$ cat src/hdl/vcsg_pkg.sv
`default_nettype none
// ----------------------------------------------------------------------------
// vcsg_pkg: shared types and constants of the velocity command safety gate
// Holds the action and cause codes, the register map, reset values and the
// configuration bundle passed from the register file to the core.
// ----------------------------------------------------------------------------
package vcsg_pkg;

    // Default widths of the configurable datapath.
    localparam int VEL_BITS_DEF = 16;
    localparam int AGE_BITS_DEF = 17;
    localparam int SEQ_BITS_DEF = 32;

    // Fixed field widths.
    localparam int ACTION_W   = 2;
    localparam int CAUSE_W    = 3;
    localparam int LIMIT_W    = 15;
    localparam int LEVEL_W    = 13;
    localparam int TIMEOUT_W  = 16;
    localparam int APB_ADDR_W = 5;
    localparam int APB_DATA_W = 32;
    localparam int REG_IDX_W  = 3;

    // A full battery reads 1.0 in Q1.12.
    localparam logic [LEVEL_W-1:0] BATTERY_FULL = LEVEL_W'(4096);

    // Register reset values.
    localparam logic                 RST_GATE_ENABLE      = 1'b0;
    localparam logic                 RST_BATTERY_REQUIRED = 1'b1;
    localparam logic [LIMIT_W-1:0]   RST_LIMIT_FORWARD    = LIMIT_W'(410);
    localparam logic [LIMIT_W-1:0]   RST_LIMIT_LATERAL    = LIMIT_W'(205);
    localparam logic [LIMIT_W-1:0]   RST_LIMIT_YAW        = LIMIT_W'(819);
    localparam logic [LEVEL_W-1:0]   RST_BATTERY_FLOOR    = LEVEL_W'(819);
    localparam logic [TIMEOUT_W-1:0] RST_BATTERY_TIMEOUT  = TIMEOUT_W'(1000);
    localparam logic [TIMEOUT_W-1:0] RST_COMMAND_TIMEOUT  = TIMEOUT_W'(300);

    typedef enum logic [ACTION_W-1:0] {
        ACT_COMMAND,
        ACT_BATTERY,
        ACT_TICK,
        ACT_SHUTDOWN
    } t_action;

    typedef enum logic [CAUSE_W-1:0] {
        CAUSE_FORWARDED,
        CAUSE_BLOCKED,
        CAUSE_LOW_BATTERY,
        CAUSE_WATCHDOG,
        CAUSE_SHUTDOWN
    } t_cause;

    typedef enum logic [REG_IDX_W-1:0] {
        REG_GATE_ENABLE,
        REG_BATTERY_REQUIRED,
        REG_LIMIT_FORWARD,
        REG_LIMIT_LATERAL,
        REG_LIMIT_YAW,
        REG_BATTERY_FLOOR,
        REG_BATTERY_TIMEOUT,
        REG_COMMAND_TIMEOUT
    } t_reg_index;

    typedef struct packed {
        logic                 gate_enable;
        logic                 battery_required;
        logic [LIMIT_W-1:0]   limit_forward;
        logic [LIMIT_W-1:0]   limit_lateral;
        logic [LIMIT_W-1:0]   limit_yaw;
        logic [LEVEL_W-1:0]   battery_floor;
        logic [TIMEOUT_W-1:0] battery_timeout;
        logic [TIMEOUT_W-1:0] command_timeout;
    } t_cfg;

endpackage
`default_nettype wire

$ cat src/hdl/vcsg_if.sv
`default_nettype none
// ----------------------------------------------------------------------------
// vcsg_if: valid/ready channels of the velocity command safety gate
// The event channel carries commands, battery reports, ticks and shutdowns;
// the result channel carries the packets sent to the motor controller.
// ----------------------------------------------------------------------------
interface vcsg_evt_if
    import vcsg_pkg::*;
#(
    parameter int VEL_BITS = VEL_BITS_DEF
);
    logic                valid;
    logic                ready;
    logic [ACTION_W-1:0] action;
    logic [VEL_BITS-1:0] cmd_forward;
    logic [VEL_BITS-1:0] cmd_lateral;
    logic [VEL_BITS-1:0] cmd_yaw;
    logic                forward_finite;
    logic                lateral_finite;
    logic                yaw_finite;
    logic [LEVEL_W-1:0]  battery_level;
    logic                battery_finite;

    modport source (
        output valid, action, cmd_forward, cmd_lateral, cmd_yaw,
               forward_finite, lateral_finite, yaw_finite,
               battery_level, battery_finite,
        input  ready
    );

    modport sink (
        input  valid, action, cmd_forward, cmd_lateral, cmd_yaw,
               forward_finite, lateral_finite, yaw_finite,
               battery_level, battery_finite,
        output ready
    );
endinterface

interface vcsg_pkt_if
    import vcsg_pkg::*;
#(
    parameter int VEL_BITS = VEL_BITS_DEF,
    parameter int SEQ_BITS = SEQ_BITS_DEF
);
    logic                valid;
    logic                ready;
    logic [VEL_BITS-1:0] out_forward;
    logic [VEL_BITS-1:0] out_lateral;
    logic [VEL_BITS-1:0] out_yaw;
    logic [SEQ_BITS-1:0] packet_sequence;
    logic [CAUSE_W-1:0]  send_cause;

    modport source (
        output valid, out_forward, out_lateral, out_yaw, packet_sequence, send_cause,
        input  ready
    );

    modport sink (
        input  valid, out_forward, out_lateral, out_yaw, packet_sequence, send_cause,
        output ready
    );
endinterface
`default_nettype wire

$ cat src/hdl/velocity_command_safety_gate_core.sv
`default_nettype none
// ----------------------------------------------------------------------------
// velocity_command_safety_gate_core: safety gate for three-axis velocity
// Clamps commands, tracks battery freshness and a command watchdog, and sends
// zero or the clamped command to the motor controller with a sequence number.
// ----------------------------------------------------------------------------
// The gate accepts one event beat in every clock cycle while its output
// buffer has room; the whole decision for an event (clamp, freshness checks,
// age counters) is combinational logic at acceptance. Any packet it causes
// appears on the result channel on the next cycle when no earlier packet is
// waiting, or else queues behind the waiting one. Results pass through a
// two-entry output buffer, so the event side stays ready while one packet
// waits; ready falls only when both buffer entries hold packets that have
// not been taken. Ticks and good battery reports usually cause no packet.
// Registers may be written over APB only while no event is in flight.
module velocity_command_safety_gate_core
    import vcsg_pkg::*;
#(
    parameter int VEL_BITS = VEL_BITS_DEF,
    parameter int AGE_BITS = AGE_BITS_DEF,
    parameter int SEQ_BITS = SEQ_BITS_DEF
)
(
    input  wire logic                  i_clk,
    input  wire logic                  i_rst_n,
    vcsg_evt_if.sink                   i_evt,
    vcsg_pkt_if.source                 o_pkt,
    input  wire logic                  psel,
    input  wire logic                  penable,
    input  wire logic                  pwrite,
    input  wire logic [APB_ADDR_W-1:0] paddr,
    input  wire logic [APB_DATA_W-1:0] pwdata,
    output logic      [APB_DATA_W-1:0] prdata,
    output logic                       pready
);

    localparam int CW     = (VEL_BITS > LIMIT_W ? VEL_BITS : LIMIT_W) + 2;
    localparam int AW     = (AGE_BITS > TIMEOUT_W ? AGE_BITS : TIMEOUT_W);
    localparam int DATA_W = 3 * VEL_BITS + SEQ_BITS + CAUSE_W;

    t_cfg                w_cfg;
    t_action             w_action;
    t_cause              w_cause;
    logic                w_accept;
    logic                w_emit;
    logic                w_space;
    logic                w_fresh_now;
    logic                w_fresh_tick;
    logic                w_level_good;
    logic [VEL_BITS-1:0] w_clamp_f;
    logic [VEL_BITS-1:0] w_clamp_l;
    logic [VEL_BITS-1:0] w_clamp_y;
    logic [VEL_BITS-1:0] w_send_f;
    logic [VEL_BITS-1:0] w_send_l;
    logic [VEL_BITS-1:0] w_send_y;
    logic [AGE_BITS-1:0] w_bat_age_inc;
    logic [AGE_BITS-1:0] w_cmd_age_inc;
    logic [DATA_W-1:0]   w_pkt_data;

    logic                r_battery_good;
    logic                r_battery_seen;
    logic                r_motion_active;
    logic [AGE_BITS-1:0] r_battery_age;
    logic [AGE_BITS-1:0] r_command_age;
    logic [SEQ_BITS-1:0] r_next_seq;
    logic                n_battery_good;
    logic                n_battery_seen;
    logic                n_motion_active;
    logic [AGE_BITS-1:0] n_battery_age;
    logic [AGE_BITS-1:0] n_command_age;
    logic [SEQ_BITS-1:0] n_next_seq;

    // Symmetric clamp of one axis; a non-finite axis reads as zero.
    function automatic logic [VEL_BITS-1:0] clamp_axis(
        input logic [VEL_BITS-1:0] raw,
        input logic                finite,
        input logic [LIMIT_W-1:0]  lim
    );
        logic signed [CW-1:0] v;
        logic signed [CW-1:0] l;
        v = {{(CW-VEL_BITS){raw[VEL_BITS-1]}}, raw};
        l = {{(CW-LIMIT_W){1'b0}}, lim};
        if (!finite) begin
            v = '0;
        end
        if (v > l) begin
            v = l;
        end
        if (v < -l) begin
            v = -l;
        end
        return v[VEL_BITS-1:0];
    endfunction

    // Register file.
    vcsg_cfg_regs u_cfg_regs (
        .i_clk   (i_clk),
        .i_rst_n (i_rst_n),
        .psel    (psel),
        .penable (penable),
        .pwrite  (pwrite),
        .paddr   (paddr),
        .pwdata  (pwdata),
        .prdata  (prdata),
        .pready  (pready),
        .o_cfg   (w_cfg)
    );

    assign i_evt.ready = w_space;
    assign w_accept    = i_evt.valid && w_space;
    assign w_action    = t_action'(i_evt.action);

    // Per-axis clamps.
    assign w_clamp_f = clamp_axis(i_evt.cmd_forward, i_evt.forward_finite, w_cfg.limit_forward);
    assign w_clamp_l = clamp_axis(i_evt.cmd_lateral, i_evt.lateral_finite, w_cfg.limit_lateral);
    assign w_clamp_y = clamp_axis(i_evt.cmd_yaw, i_evt.yaw_finite, w_cfg.limit_yaw);

    // Saturating ages as a tick would leave them.
    assign w_bat_age_inc = (&r_battery_age) ? r_battery_age : r_battery_age + 1'b1;
    assign w_cmd_age_inc = (&r_command_age) ? r_command_age : r_command_age + 1'b1;

    // Battery freshness before and after a tick, and the verdict on a report.
    assign w_fresh_now  = r_battery_good && r_battery_seen &&
                          (AW'(r_battery_age) <= AW'(w_cfg.battery_timeout));
    assign w_fresh_tick = r_battery_good && r_battery_seen &&
                          (AW'(w_bat_age_inc) <= AW'(w_cfg.battery_timeout));
    assign w_level_good = i_evt.battery_finite &&
                          (i_evt.battery_level >= w_cfg.battery_floor) &&
                          (i_evt.battery_level <= BATTERY_FULL);

    // Event decision and next state.
    always_comb begin
        n_battery_good  = r_battery_good;
        n_battery_seen  = r_battery_seen;
        n_motion_active = r_motion_active;
        n_battery_age   = r_battery_age;
        n_command_age   = r_command_age;
        n_next_seq      = r_next_seq;
        w_emit          = 1'b0;
        w_cause         = CAUSE_SHUTDOWN;
        w_send_f        = '0;
        w_send_l        = '0;
        w_send_y        = '0;
        case (w_action)
            ACT_COMMAND: begin
                n_command_age = '0;
                w_emit        = 1'b1;
                if (!w_cfg.gate_enable || (w_cfg.battery_required && !w_fresh_now)) begin
                    w_cause = CAUSE_BLOCKED;
                end else begin
                    w_cause  = CAUSE_FORWARDED;
                    w_send_f = w_clamp_f;
                    w_send_l = w_clamp_l;
                    w_send_y = w_clamp_y;
                end
            end
            ACT_BATTERY: begin
                n_battery_good = w_level_good;
                n_battery_seen = 1'b1;
                n_battery_age  = '0;
                w_cause        = CAUSE_LOW_BATTERY;
                w_emit         = w_cfg.battery_required && !w_level_good && r_motion_active;
            end
            ACT_TICK: begin
                n_battery_age = w_bat_age_inc;
                n_command_age = w_cmd_age_inc;
                w_cause       = CAUSE_WATCHDOG;
                w_emit        = r_motion_active &&
                                ((AW'(w_cmd_age_inc) > AW'(w_cfg.command_timeout)) ||
                                 (w_cfg.battery_required && !w_fresh_tick));
            end
            ACT_SHUTDOWN: begin
                w_cause = CAUSE_SHUTDOWN;
                w_emit  = 1'b1;
            end
            default: begin
                w_emit = 1'b0;
            end
        endcase
        if (w_emit) begin
            n_motion_active = (|w_send_f) || (|w_send_l) || (|w_send_y);
            n_next_seq      = r_next_seq + 1'b1;
        end
    end

    // Gate state.
    always_ff @(posedge i_clk) begin
        if (!i_rst_n) begin
            r_battery_good  <= 1'b0;
            r_battery_seen  <= 1'b0;
            r_motion_active <= 1'b0;
            r_battery_age   <= '1;
            r_command_age   <= '1;
            r_next_seq      <= '0;
        end else if (w_accept) begin
            r_battery_good  <= n_battery_good;
            r_battery_seen  <= n_battery_seen;
            r_motion_active <= n_motion_active;
            r_battery_age   <= n_battery_age;
            r_command_age   <= n_command_age;
            r_next_seq      <= n_next_seq;
        end
    end

    // Result buffer.
    assign w_pkt_data = {w_send_f, w_send_l, w_send_y, r_next_seq, w_cause};

    vcsg_out_buf #(
        .DATA_W (DATA_W)
    ) u_out_buf (
        .i_clk   (i_clk),
        .i_rst_n (i_rst_n),
        .i_push  (w_accept && w_emit),
        .i_data  (w_pkt_data),
        .o_space (w_space),
        .o_valid (o_pkt.valid),
        .i_ready (o_pkt.ready),
        .o_data  ({o_pkt.out_forward, o_pkt.out_lateral, o_pkt.out_yaw,
                   o_pkt.packet_sequence, o_pkt.send_cause})
    );

    // A shutdown always leaves a packet waiting on the next cycle.
    a_shutdown_sends: assert property (@(posedge i_clk) disable iff (!i_rst_n)
        (w_accept && (w_action == ACT_SHUTDOWN)) |=> o_pkt.valid)
        else $error("shutdown did not produce a packet");

    // The sequence number advances by one for each packet sent.
    a_seq_step: assert property (@(posedge i_clk) disable iff (!i_rst_n)
        (w_accept && w_emit) |=> (r_next_seq == SEQ_BITS'($past(r_next_seq) + 1'b1)))
        else $error("sequence number did not advance on a send");

    // Without a send the sequence number holds.
    a_seq_hold: assert property (@(posedge i_clk) disable iff (!i_rst_n)
        !(w_accept && w_emit) |=> $stable(r_next_seq))
        else $error("sequence number moved without a send");

    // A command restarts the watchdog.
    a_cmd_age_clear: assert property (@(posedge i_clk) disable iff (!i_rst_n)
        (w_accept && (w_action == ACT_COMMAND)) |=> (r_command_age == '0))
        else $error("command age not cleared by a command");

    // Motion stays off after any packet other than a forwarded one.
    a_motion_zero: assert property (@(posedge i_clk) disable iff (!i_rst_n)
        (w_accept && w_emit && (w_cause != CAUSE_FORWARDED)) |=> !r_motion_active)
        else $error("motion flagged after a zero packet");

endmodule
`default_nettype wire

$ cat src/hdl/vcsg_cfg_regs.sv
`default_nettype none
// ----------------------------------------------------------------------------
// vcsg_cfg_regs: APB register file of the velocity command safety gate
// Eight registers at word addresses; writes complete in the access phase,
// reads return the stored value zero-extended to the bus width.
// ----------------------------------------------------------------------------
module vcsg_cfg_regs
    import vcsg_pkg::*;
(
    input  wire logic                  i_clk,
    input  wire logic                  i_rst_n,
    input  wire logic                  psel,
    input  wire logic                  penable,
    input  wire logic                  pwrite,
    input  wire logic [APB_ADDR_W-1:0] paddr,
    input  wire logic [APB_DATA_W-1:0] pwdata,
    output logic      [APB_DATA_W-1:0] prdata,
    output logic                       pready,
    output t_cfg                       o_cfg
);

    t_cfg       r_cfg;
    t_reg_index w_index;
    logic       w_write;

    assign pready  = 1'b1;
    assign w_index = t_reg_index'(paddr[APB_ADDR_W-1:2]);
    assign w_write = psel && penable && pwrite && pready;
    assign o_cfg   = r_cfg;

    // Register writes.
    always_ff @(posedge i_clk) begin
        if (!i_rst_n) begin
            r_cfg.gate_enable      <= RST_GATE_ENABLE;
            r_cfg.battery_required <= RST_BATTERY_REQUIRED;
            r_cfg.limit_forward    <= RST_LIMIT_FORWARD;
            r_cfg.limit_lateral    <= RST_LIMIT_LATERAL;
            r_cfg.limit_yaw        <= RST_LIMIT_YAW;
            r_cfg.battery_floor    <= RST_BATTERY_FLOOR;
            r_cfg.battery_timeout  <= RST_BATTERY_TIMEOUT;
            r_cfg.command_timeout  <= RST_COMMAND_TIMEOUT;
        end else if (w_write) begin
            case (w_index)
                REG_GATE_ENABLE:      r_cfg.gate_enable      <= pwdata[0];
                REG_BATTERY_REQUIRED: r_cfg.battery_required <= pwdata[0];
                REG_LIMIT_FORWARD:    r_cfg.limit_forward    <= pwdata[LIMIT_W-1:0];
                REG_LIMIT_LATERAL:    r_cfg.limit_lateral    <= pwdata[LIMIT_W-1:0];
                REG_LIMIT_YAW:        r_cfg.limit_yaw        <= pwdata[LIMIT_W-1:0];
                REG_BATTERY_FLOOR:    r_cfg.battery_floor    <= pwdata[LEVEL_W-1:0];
                REG_BATTERY_TIMEOUT:  r_cfg.battery_timeout  <= pwdata[TIMEOUT_W-1:0];
                REG_COMMAND_TIMEOUT:  r_cfg.command_timeout  <= pwdata[TIMEOUT_W-1:0];
                default: begin
                end
            endcase
        end
    end

    // Read-back multiplexer.
    always_comb begin
        case (w_index)
            REG_GATE_ENABLE:      prdata = APB_DATA_W'(r_cfg.gate_enable);
            REG_BATTERY_REQUIRED: prdata = APB_DATA_W'(r_cfg.battery_required);
            REG_LIMIT_FORWARD:    prdata = APB_DATA_W'(r_cfg.limit_forward);
            REG_LIMIT_LATERAL:    prdata = APB_DATA_W'(r_cfg.limit_lateral);
            REG_LIMIT_YAW:        prdata = APB_DATA_W'(r_cfg.limit_yaw);
            REG_BATTERY_FLOOR:    prdata = APB_DATA_W'(r_cfg.battery_floor);
            REG_BATTERY_TIMEOUT:  prdata = APB_DATA_W'(r_cfg.battery_timeout);
            REG_COMMAND_TIMEOUT:  prdata = APB_DATA_W'(r_cfg.command_timeout);
            default:              prdata = '0;
        endcase
    end

endmodule
`default_nettype wire

$ cat src/hdl/vcsg_out_buf.sv
`default_nettype none
// ----------------------------------------------------------------------------
// vcsg_out_buf: two-entry result buffer
// A head register drives the output and a skid register catches a beat that
// arrives while the head is stalled, so the input side keeps flowing.
// ----------------------------------------------------------------------------
module vcsg_out_buf
    import vcsg_pkg::*;
#(
    parameter int DATA_W = 3 * VEL_BITS_DEF + SEQ_BITS_DEF + CAUSE_W
)
(
    input  wire logic              i_clk,
    input  wire logic              i_rst_n,
    input  wire logic              i_push,
    input  wire logic [DATA_W-1:0] i_data,
    output logic                   o_space,
    output logic                   o_valid,
    input  wire logic              i_ready,
    output logic      [DATA_W-1:0] o_data
);

    logic              r_head_valid;
    logic              r_skid_valid;
    logic [DATA_W-1:0] r_head;
    logic [DATA_W-1:0] r_skid;
    logic              w_pop;

    // Room is left while the skid entry is empty.
    assign o_space = !r_skid_valid;
    assign o_valid = r_head_valid;
    assign o_data  = r_head;
    assign w_pop   = r_head_valid && i_ready;

    // Valid flags.
    always_ff @(posedge i_clk) begin
        if (!i_rst_n) begin
            r_head_valid <= 1'b0;
            r_skid_valid <= 1'b0;
        end else if (w_pop) begin
            if (r_skid_valid) begin
                r_skid_valid <= 1'b0;
            end else begin
                r_head_valid <= i_push;
            end
        end else if (i_push) begin
            if (r_head_valid) begin
                r_skid_valid <= 1'b1;
            end else begin
                r_head_valid <= 1'b1;
            end
        end
    end

    // Payload registers.
    always_ff @(posedge i_clk) begin
        if (w_pop) begin
            if (r_skid_valid) begin
                r_head <= r_skid;
            end else if (i_push) begin
                r_head <= i_data;
            end
        end else if (i_push) begin
            if (r_head_valid) begin
                r_skid <= i_data;
            end else begin
                r_head <= i_data;
            end
        end
    end

endmodule
`default_nettype wire

$ cat src/flat_wrapper.sv
// flat-port wrapper written by rule: the top's interface ports become plain ports
module velocity_command_safety_gate_core_flat import vcsg_pkg::*;
#(
    parameter int VEL_BITS = VEL_BITS_DEF,
    parameter int AGE_BITS = AGE_BITS_DEF,
    parameter int SEQ_BITS = SEQ_BITS_DEF
)
  (i_clk, i_rst_n, psel, penable, pwrite, paddr, pwdata, prdata, pready, i_evt_valid, i_evt_action, i_evt_cmd_forward, i_evt_cmd_lateral, i_evt_cmd_yaw, i_evt_forward_finite, i_evt_lateral_finite, i_evt_yaw_finite, i_evt_battery_level, i_evt_battery_finite, i_evt_ready, o_pkt_valid, o_pkt_out_forward, o_pkt_out_lateral, o_pkt_out_yaw, o_pkt_packet_sequence, o_pkt_send_cause, o_pkt_ready);
  vcsg_evt_if #(.VEL_BITS(VEL_BITS)) i_evt_i ();
  vcsg_pkt_if #(.VEL_BITS(VEL_BITS), .SEQ_BITS(SEQ_BITS)) o_pkt_i ();
  input  wire logic i_clk;
  input  wire logic i_rst_n;
  input  wire logic psel;
  input  wire logic penable;
  input  wire logic pwrite;
  input  wire logic [APB_ADDR_W-1:0] paddr;
  input  wire logic [APB_DATA_W-1:0] pwdata;
  output logic      [APB_DATA_W-1:0] prdata;
  output logic pready;
  input wire logic [$bits(i_evt_i.valid)-1:0] i_evt_valid;
  input wire logic [$bits(i_evt_i.action)-1:0] i_evt_action;
  input wire logic [$bits(i_evt_i.cmd_forward)-1:0] i_evt_cmd_forward;
  input wire logic [$bits(i_evt_i.cmd_lateral)-1:0] i_evt_cmd_lateral;
  input wire logic [$bits(i_evt_i.cmd_yaw)-1:0] i_evt_cmd_yaw;
  input wire logic [$bits(i_evt_i.forward_finite)-1:0] i_evt_forward_finite;
  input wire logic [$bits(i_evt_i.lateral_finite)-1:0] i_evt_lateral_finite;
  input wire logic [$bits(i_evt_i.yaw_finite)-1:0] i_evt_yaw_finite;
  input wire logic [$bits(i_evt_i.battery_level)-1:0] i_evt_battery_level;
  input wire logic [$bits(i_evt_i.battery_finite)-1:0] i_evt_battery_finite;
  output wire logic [$bits(i_evt_i.ready)-1:0] i_evt_ready;
  output wire logic [$bits(o_pkt_i.valid)-1:0] o_pkt_valid;
  output wire logic [$bits(o_pkt_i.out_forward)-1:0] o_pkt_out_forward;
  output wire logic [$bits(o_pkt_i.out_lateral)-1:0] o_pkt_out_lateral;
  output wire logic [$bits(o_pkt_i.out_yaw)-1:0] o_pkt_out_yaw;
  output wire logic [$bits(o_pkt_i.packet_sequence)-1:0] o_pkt_packet_sequence;
  output wire logic [$bits(o_pkt_i.send_cause)-1:0] o_pkt_send_cause;
  input wire logic [$bits(o_pkt_i.ready)-1:0] o_pkt_ready;
  assign i_evt_i.valid = i_evt_valid;
  assign i_evt_i.action = i_evt_action;
  assign i_evt_i.cmd_forward = i_evt_cmd_forward;
  assign i_evt_i.cmd_lateral = i_evt_cmd_lateral;
  assign i_evt_i.cmd_yaw = i_evt_cmd_yaw;
  assign i_evt_i.forward_finite = i_evt_forward_finite;
  assign i_evt_i.lateral_finite = i_evt_lateral_finite;
  assign i_evt_i.yaw_finite = i_evt_yaw_finite;
  assign i_evt_i.battery_level = i_evt_battery_level;
  assign i_evt_i.battery_finite = i_evt_battery_finite;
  assign i_evt_ready = i_evt_i.ready;
  assign o_pkt_valid = o_pkt_i.valid;
  assign o_pkt_out_forward = o_pkt_i.out_forward;
  assign o_pkt_out_lateral = o_pkt_i.out_lateral;
  assign o_pkt_out_yaw = o_pkt_i.out_yaw;
  assign o_pkt_packet_sequence = o_pkt_i.packet_sequence;
  assign o_pkt_send_cause = o_pkt_i.send_cause;
  assign o_pkt_i.ready = o_pkt_ready;
  velocity_command_safety_gate_core #(.VEL_BITS(VEL_BITS), .AGE_BITS(AGE_BITS), .SEQ_BITS(SEQ_BITS)) u_core (.i_clk(i_clk), .i_rst_n(i_rst_n), .i_evt(i_evt_i), .o_pkt(o_pkt_i), .psel(psel), .penable(penable), .pwrite(pwrite), .paddr(paddr), .pwdata(pwdata), .prdata(prdata), .pready(pready));
endmodule
$ cat config.mk
export PLATFORM = sky130hd
export DESIGN_NAME = velocity_command_safety_gate_core_flat
export DESIGN_NICKNAME = d
export VERILOG_FILES = /design/src/hdl/vcsg_pkg.sv /design/src/hdl/vcsg_if.sv /design/src/hdl/velocity_command_safety_gate_core.sv /design/src/hdl/vcsg_cfg_regs.sv /design/src/hdl/vcsg_out_buf.sv /design/src/flat_wrapper.sv
export SDC_FILE = /design/constraint.sdc
export NUM_CORES = 1
export LEC_CHECK = 0
export ABC_AREA = 0
export BUFFER_PORTS_ARGS = -buffer_cell sky130_fd_sc_hd__buf_4
export CAP_MARGIN = 10
export CORE_ASPECT_RATIO = 0.9
export CORE_MARGIN = 1
export CORE_UTILIZATION = 50
export DETAILED_ROUTE_END_ITERATION = 16
export PLACE_DENSITY = 0.72
export SYNTH_ARGS = -nofsm -noshare
export SYNTH_HDL_FRONTEND = slang
export SYNTH_HIERARCHICAL = 1
export SYNTH_SLANG_ARGS = --single-unit
$ cat constraint.sdc
create_clock -name i_clk -period 7.6 [get_ports i_clk]
set_input_delay 0.76 -clock i_clk [delete_from_list [all_inputs] [get_ports i_clk]]
set_output_delay 0.76 -clock i_clk [all_outputs]
set_load 0.05 [all_outputs]
==> qor.yml, run 1 <==
status: "finished clean"
power_density_nw_per_um2: 194.5
maxCapViolations: 0
syn_area_um2: 20770
vias_per_cell: 5.819
grt_overflow: 0
synth_top_family_by_area: "simple AND/OR/NAND/NOR gates"
critical_path_required_ns: 8.02
vias: 16300
clock_latency_ns: 0.57
cts_tree: "built"
hold_buffers: 0
synth_compound_area_share_pct: 12.23
worst_pin_slew_ns: 1.072
grt_pass1_wl_mm: 87.74
dr.pass1.iters: 7
post-route-min-period_ns: 6.749
clockBufferDepth: 3
synth-simple-area-share_pct: 15.22
grt_pass1_vias: 15694
layout_common_cells: "buf_4 (212), nand2_1 (178), ha_1 (166), edfxtp_1 (166), dfxtp_1 (163)"
wirelength_mm: 56.10
root_buffer: "clkbuf_16"
arrival_ns: 7.17
slew_headroom_pct: 28.56
drt-initial-drc-count: 1379
die_w_um: 216.8
final_nets: 2512
rr_worst_depth: 25
synth_area_leaders: "edfxtp_1 (24%), dfxtp_1 (16%), ha_1 (10%), mux2i_1 (6.2%), mux2_4 (5.1%)"
postCtsSetupRepairBufs: 0
setup.worst_path.start: "i_evt_lateral_finite"
setup_viol: 0
drc: 0
synth-xor-area-share_pct: 3.669
hpwl_mm: 42.00
async_flop_share_pct: 0
critPathCapture: "u_core/r_motion_active$_SDFFE_PN0P_"
ys_types: 78
drive_gt1_share_pct: 17.47
synth_fa_ha_area_share_pct: 10.00
path_clk_slew_ns: 0.06
rr_startpoint: "u_core/u_cfg_regs/o_cfg[61]$_SDFFE_PN0P_"
ir_drop_mv: 0.1397
grt_max_degree: 84
finalHoldViolations: 0
dieArea_um2: 42360
synthCells: 2079
synth_edf_count: 166
cts_made_buffers: 37
cts_resized: 0
drv_slew: 0
start_kind: "primary input"
worst_hold_slack_ns: 0.4660
antenna_left: 0
core_um2: 40810
cts_max_level: 2
final_common_cell: "buf_4"
die_y_um: 195.3
finClkSkew_ns: 0.01916
avgSynthCellArea_um2: 9.989
antenna_found_initial: 0
finalCritPeriodShare_pct: 88.80
rows: 70
rrSetupSlack_ns: 0.96
port_buffers: 193
avgRoutedWirePerCell_um: 20.03
hold_depth: 2
tns_ns: 0
ys_seq_area_share_pct: 39.72
gp_congestion: 0.9511
grtUsageTotal_pct: 26.33
yosysWarnings: 6
p_leak_nw: 10.07
finish.utilization_pct: 58.06
area_growth_pct: 14.10
ys_ff_latch: 329
synth_ff_type: "edfxtp_1"
grt_setup_unrepaired: "false"
rr_endpoint: "u_core/r_motion_active$_SDFFE_PN0P_"
end_kind: "flip-flop"
p_total_mw: 4.609
start_util_pct: 50.88
ioPinCount: 229
max_freq_ghz: 0.1482
yosysTopAreaCellShare_pct: 24.00
crit_path_max_fanout: 24
hold_class: "reg2reg"
synth.area.mux_share_pct: 13.40
antennaDiodeCount: 0
synth_top_area_cell: "edfxtp_1"
path_class: "in2reg"
cts.sinks: 329
state kept, by name, indices dropped and copies added, names as in the netlist:
signal,flops
u_core/r_command_age,17
u_core/r_battery_seen,1
u_core/u_out_buf/r_skid,83
u_core/r_motion_active,1
u_core/r_battery_age,17
u_core/u_cfg_regs/o_cfg,92
u_core/r_next_seq,32
u_core/u_out_buf/o_valid,1
u_core/u_out_buf/o_data,83
u_core/u_out_buf/r_skid_valid,1
u_core/r_battery_good,1
cell families (layout without fill, tap and decap cells):
kind of cell               after synthesis  after routing
DFF                                    329            329
adders and majority gates              166            166
muxes                                  236            236
and+or+nand+nor                        625            625
AOI/OAI and AO/OA                      380            380
xor gates and xnor gates                87             87
other                                    2             17
buffers and inverters                  254            421
cell type report:
| type | count | area, um2 |
|---|---|---|
| flip-flops and latches | 329 | 8248 |
| repair buffers | 213 | 1612 |
| fillers | 3547 | 17120 |
| multi-input cells | 1511 | 11450 |
| clock inverters | 14 | 178.9 |
| clock buffers | 51 | 998.5 |
| inverters | 143 | 536.8 |
| well taps | 540 | 675.6 |
per-stage QoR:
stage,instance area (um2),setup WS (ns),instances
finish,23700,0.8509,2801
global route,23700,0.4754,2801
CTS,23690,1.085,2800
detailed placement,22510,0.5045,2735
global placement,22510,0.5799,2735
floorplan,20830,0.9619,2094
per-layer routing:
layer  global-route usage, %  wire, um
met5                       0         0
met2                   42.53     25950
met1                   36.32     25460
met4                   8.059      1479
met3                   3.941      3202
report_power, final:
part | switching [mW] | internal (mW) | total (mW)
Sequential | 0.0459 | 1.93 | 1.97
Clock | 0.749 | 1.00 | 1.75
Combinational | 0.561 | 0.321 | 0.882
Total | 1.36 | 3.25 | 4.61
how the worst min path moves through the flow:
stage                                             from                                          to  slack [ns]
floorplan           u_core/r_battery_good$_SDFFE_PN0P_          u_core/r_battery_good$_SDFFE_PN0P_        0.44
global placement    u_core/r_battery_good$_SDFFE_PN0P_          u_core/r_battery_good$_SDFFE_PN0P_        0.45
detailed placement  u_core/r_battery_good$_SDFFE_PN0P_          u_core/r_battery_good$_SDFFE_PN0P_        0.46
CTS                                        o_pkt_ready  u_core/u_out_buf/r_skid_valid$_SDFFE_PP0P_        0.46
global route                                 pwdata[1]    u_core/u_cfg_regs/o_cfg[76]$_SDFFE_PN1P_        0.50
finish              u_core/r_battery_good$_SDFFE_PN0P_          u_core/r_battery_good$_SDFFE_PN0P_        0.47
synth_stat cells (12+ instances only):
cell type / n
a211oi_1: 20
a21o_1: 31
a21oi_1: 63
a221o_1: 22
and2_1: 49
and3_1: 15
buf_2: 12
buf_4: 21
buf_6: 19
clkbuf_1: 58
dfxtp_1: 163
edfxtp_1: 166
ha_1: 166
inv_1: 142
mux2_2: 36
mux2_4: 70
mux2i_1: 128
nand2_1: 178
nand2b_1: 16
nand3_1: 55
nand4_1: 43
nor2_1: 125
nor2b_1: 30
nor3_1: 28
nor4_1: 29
o211ai_1: 27
o21a_1: 12
o21ai_0: 122
o311ai_0: 18
or3_1: 12
xnor2_1: 61
xor2_1: 26
worst max-delay path, stage by stage:
cell and delay, ns:
buf_4 0.16, and2_1 0.18, ha_1 0.29, nor2b_1 0.13, o21ai_0 0.14, a21oi_1 0.09
a211oi_1 0.22, nor2_1 0.07, a211oi_1 0.26, o21ai_0 0.13, ha_1 0.31, o31a_1 0.54
buf_4 0.26, mux2_2 0.38, ha_1 0.32, a21o_1 0.19, a21oi_1 0.14, nor2b_1 0.07
a2111oi_1 0.46, and3_1 0.24, a211oi_2 0.07, mux2i_4 0.63, or2_2 0.24, a211oi_2 0.09
nor4_1 0.61, a31oi_1 0.17
Power figures use the tool's default switching activity.
==> run 2: changes to the inputs <==
==> constraint.sdc (replaced) <==
create_clock -name i_clk -period 7.6 [get_ports i_clk]
set_input_delay 1.52 -clock i_clk [delete_from_list [all_inputs] [get_ports i_clk]]
set_output_delay 1.52 -clock i_clk [all_outputs]
set_load 0.05 [all_outputs]
==> run 2 against run 1 <==
Register-to-register slack improved by 0.10 ns; sequential cell count unchanged; sequential share of layout area decreased by 0.18 points; final area increased by 0.51%; worst setup slack got worse by 0.45 ns; global-route usage decreased by 0.23 points.
==> qor.yml, run 2 (same netlist as run 1, synthesis figures left out) <==
status: "finished clean"
cts_made_buffers: 37  # unchanged
die_w_um: 216.8  # unchanged
max_freq_ghz: 0.1388  # -6.3%
rr_worst_depth: 29  # +16%
start_kind: "primary input"
antenna_found_initial: 1  # +1
avgRoutedWirePerCell_um: 19.71  # -1.6%
layout_common_cells: "buf_4 (231), nand2_1 (178), ha_1 (166), edfxtp_1 (166), dfxtp_1 (163)"
wirelength_mm: 55.59  # -0.91%
crit_top_cell: "o21ai_0"
critical_path_required_ns: 8.03  # about the same
core_um2: 40810  # unchanged
post-place-ws_ns: -0.1280  # -0.6325 ns
finalCritPeriodShare_pct: 94.77  # +6.0 points
drt-initial-drc-count: 1359  # -1.5%
ir_drop_mv: 0.1737  # +24%
vias_per_cell: 5.845  # +0.44%
final_nets: 2530  # +0.72%
hold_depth: 2  # unchanged
root_buffer: "clkbuf_16"
area_growth_pct: 14.69
die_y_um: 195.3  # unchanged
rows: 70  # unchanged
rrSetupSlack_ns: 1.06  # +0.10 ns
place_area_um2: 22630  # +0.54%
path_class: "in2reg"
grt_setup_unrepaired: "false"
grt_pass1_vias: 15926  # +1.5%
dieArea_um2: 42360  # unchanged
drive_gt1_share_pct: 18.38  # +0.91 points
slew_headroom_pct: 27.02  # -1.5 points
hold_class: "reg2reg"
met2_usage_pct: 42.11  # -0.43 points
drc: 0  # unchanged
power_density_nw_per_um2: 193.5  # -0.51%
tns_ns: 0  # unchanged
cp_slowest_cell: "a2111o_1"
grt_pass1_wl_mm: 87.40  # -0.39%
grtUsageTotal_pct: 26.10  # -0.23 points
start_util_pct: 50.88  # unchanged
cts_resized: 0  # unchanged
antennaDiodeCount: 0  # unchanged
crit_family: "compound AO/OA/AOI/OAI gates"
cts.sinks: 329  # unchanged
path_clk_slew_ns: 0.06  # about the same
clockBufferDepth: 3  # unchanged
arrival_ns: 7.63  # +0.46 ns
largest_reg_flops: 92  # unchanged
worst_pin_slew_ns: 1.095  # +0.02304 ns
setup_ws_ns: 0.3972  # -0.4537 ns
slowest_delay_ns: 0.41  # -0.22 ns
min_to: "u_core/r_battery_good$_SDFFE_PN0P_"
cts_tree: "built"
dr.pass1.iters: 5  # -2
drv_slew: 0  # unchanged
setup_viol: 0  # unchanged
min-delay-start: "u_core/r_battery_good$_SDFFE_PN0P_"
grt_util_met3_pct: 3.769  # -0.17 points
grt-busiest-layer: "met2"
finalHoldViolations: 0  # unchanged
maxCapViolations: 0  # unchanged
final_common_cell: "buf_4"
post-route-min-period_ns: 7.203  # +0.4537 ns
p_leak_nw: 10.17  # +0.92%
port_buffers: 193  # unchanged
ioPinCount: 229  # unchanged
finClkSkew_ns: 0.02455  # +0.005382 ns
final_cell_area_um2: 23820  # +0.51%
clock_latency_ns: 0.56  # about the same
grtUsageMet1_pct: 36.17  # -0.14 points
rr_endpoint: "u_core/r_motion_active$_SDFFE_PN0P_"
vias: 16482  # +1.1%
crit_path_max_fanout: 10  # -58%
postCtsSetupRepairBufs: 0  # unchanged
grt_max_degree: 113  # +35%
hpwl_mm: 41.87  # -0.32%
antenna_left: 0  # unchanged
gp_congestion: 0.9400  # -1.2%
end_kind: "flip-flop"
grt_overflow: 0  # unchanged
rr_startpoint: "u_core/u_cfg_regs/o_cfg[76]$_SDFFE_PN1P_"
cts_max_level: 2  # unchanged
hold_buffers: 0  # unchanged
path_buf_inv: 2  # unchanged
## run 2: worst max path at each step
stage / to / slack [ns] / cells after the start / startpoint
2_1_floorplan: u_core/u_out_buf/o_data[74]$_DFFE_PP_ / 0.20 / 32 / i_evt_forward_finite
3_3_place_gp: u_core/r_motion_active$_SDFFE_PN0P_ / 0.03 / 30 / i_evt_forward_finite
3_5_place_dp: u_core/r_motion_active$_SDFFE_PN0P_ / -0.13 / 30 / i_evt_forward_finite
4_1_cts: u_core/r_motion_active$_SDFFE_PN0P_ / 0.43 / 30 / i_evt_forward_finite
5_1_grt: u_core/r_motion_active$_SDFFE_PN0P_ / 0.01 / 30 / i_evt_forward_finite
6_report: u_core/r_motion_active$_SDFFE_PN0P_ / 0.40 / 30 / i_evt_forward_finite
## run 2: layout make-up
cell class                      instances  area [um2]
Timing Repair Buffer                  231        1734
Clock buffer                           54        1081
Fill cell                            3519       17000
Clock inverter                         12       95.09
Multi-Input combinational cell       1511       11450
Sequential cell                       329        8248
Inverter                              143       536.8
Tap cell                              540       675.6
## run 2: worst reg2reg max path, delay by kind of cell, from the launching register on
family | cells | cell delay [ns]
AOI/OAI and AO/OA | 18 | 3.44
buffers and inverters | 2 | 0.39
muxes | 1 | 0.17
and+or+nand+nor | 5 | 0.94
adders and majority gates | 3 | 1.03
DFF | 1 | 0.42
## run 2: where the power goes
part	switching, mW	internal [mW]
clock	0.737	0.996
sequential	0.0460	1.93
combinational	0.567	0.334
total	1.35	3.26
## run 2: routing by layer
metal  vias up  part of all wire, %
met2       561                   46
met1      7919                   46
met3       100                  6.2
met5         -                    0
li1       7902                    -
met4         0                  2.7
## run 2: through the flow
step | cells | hold WS, ns | total power [mW] | util (%)
after CTS | 2819 | 0.4661 | 4.640 | 58.34
after floorplan | 2094 | 0.4365 | 2.631 | -
final | 2820 | 0.4644 | 4.609 | 58.36
after detailed placement | 2753 | 0.4555 | 2.901 | 55.46
after global routing | 2820 | 0.4998 | 4.799 | 58.36
after global placement | 2753 | 0.4498 | 2.879 | 55.46
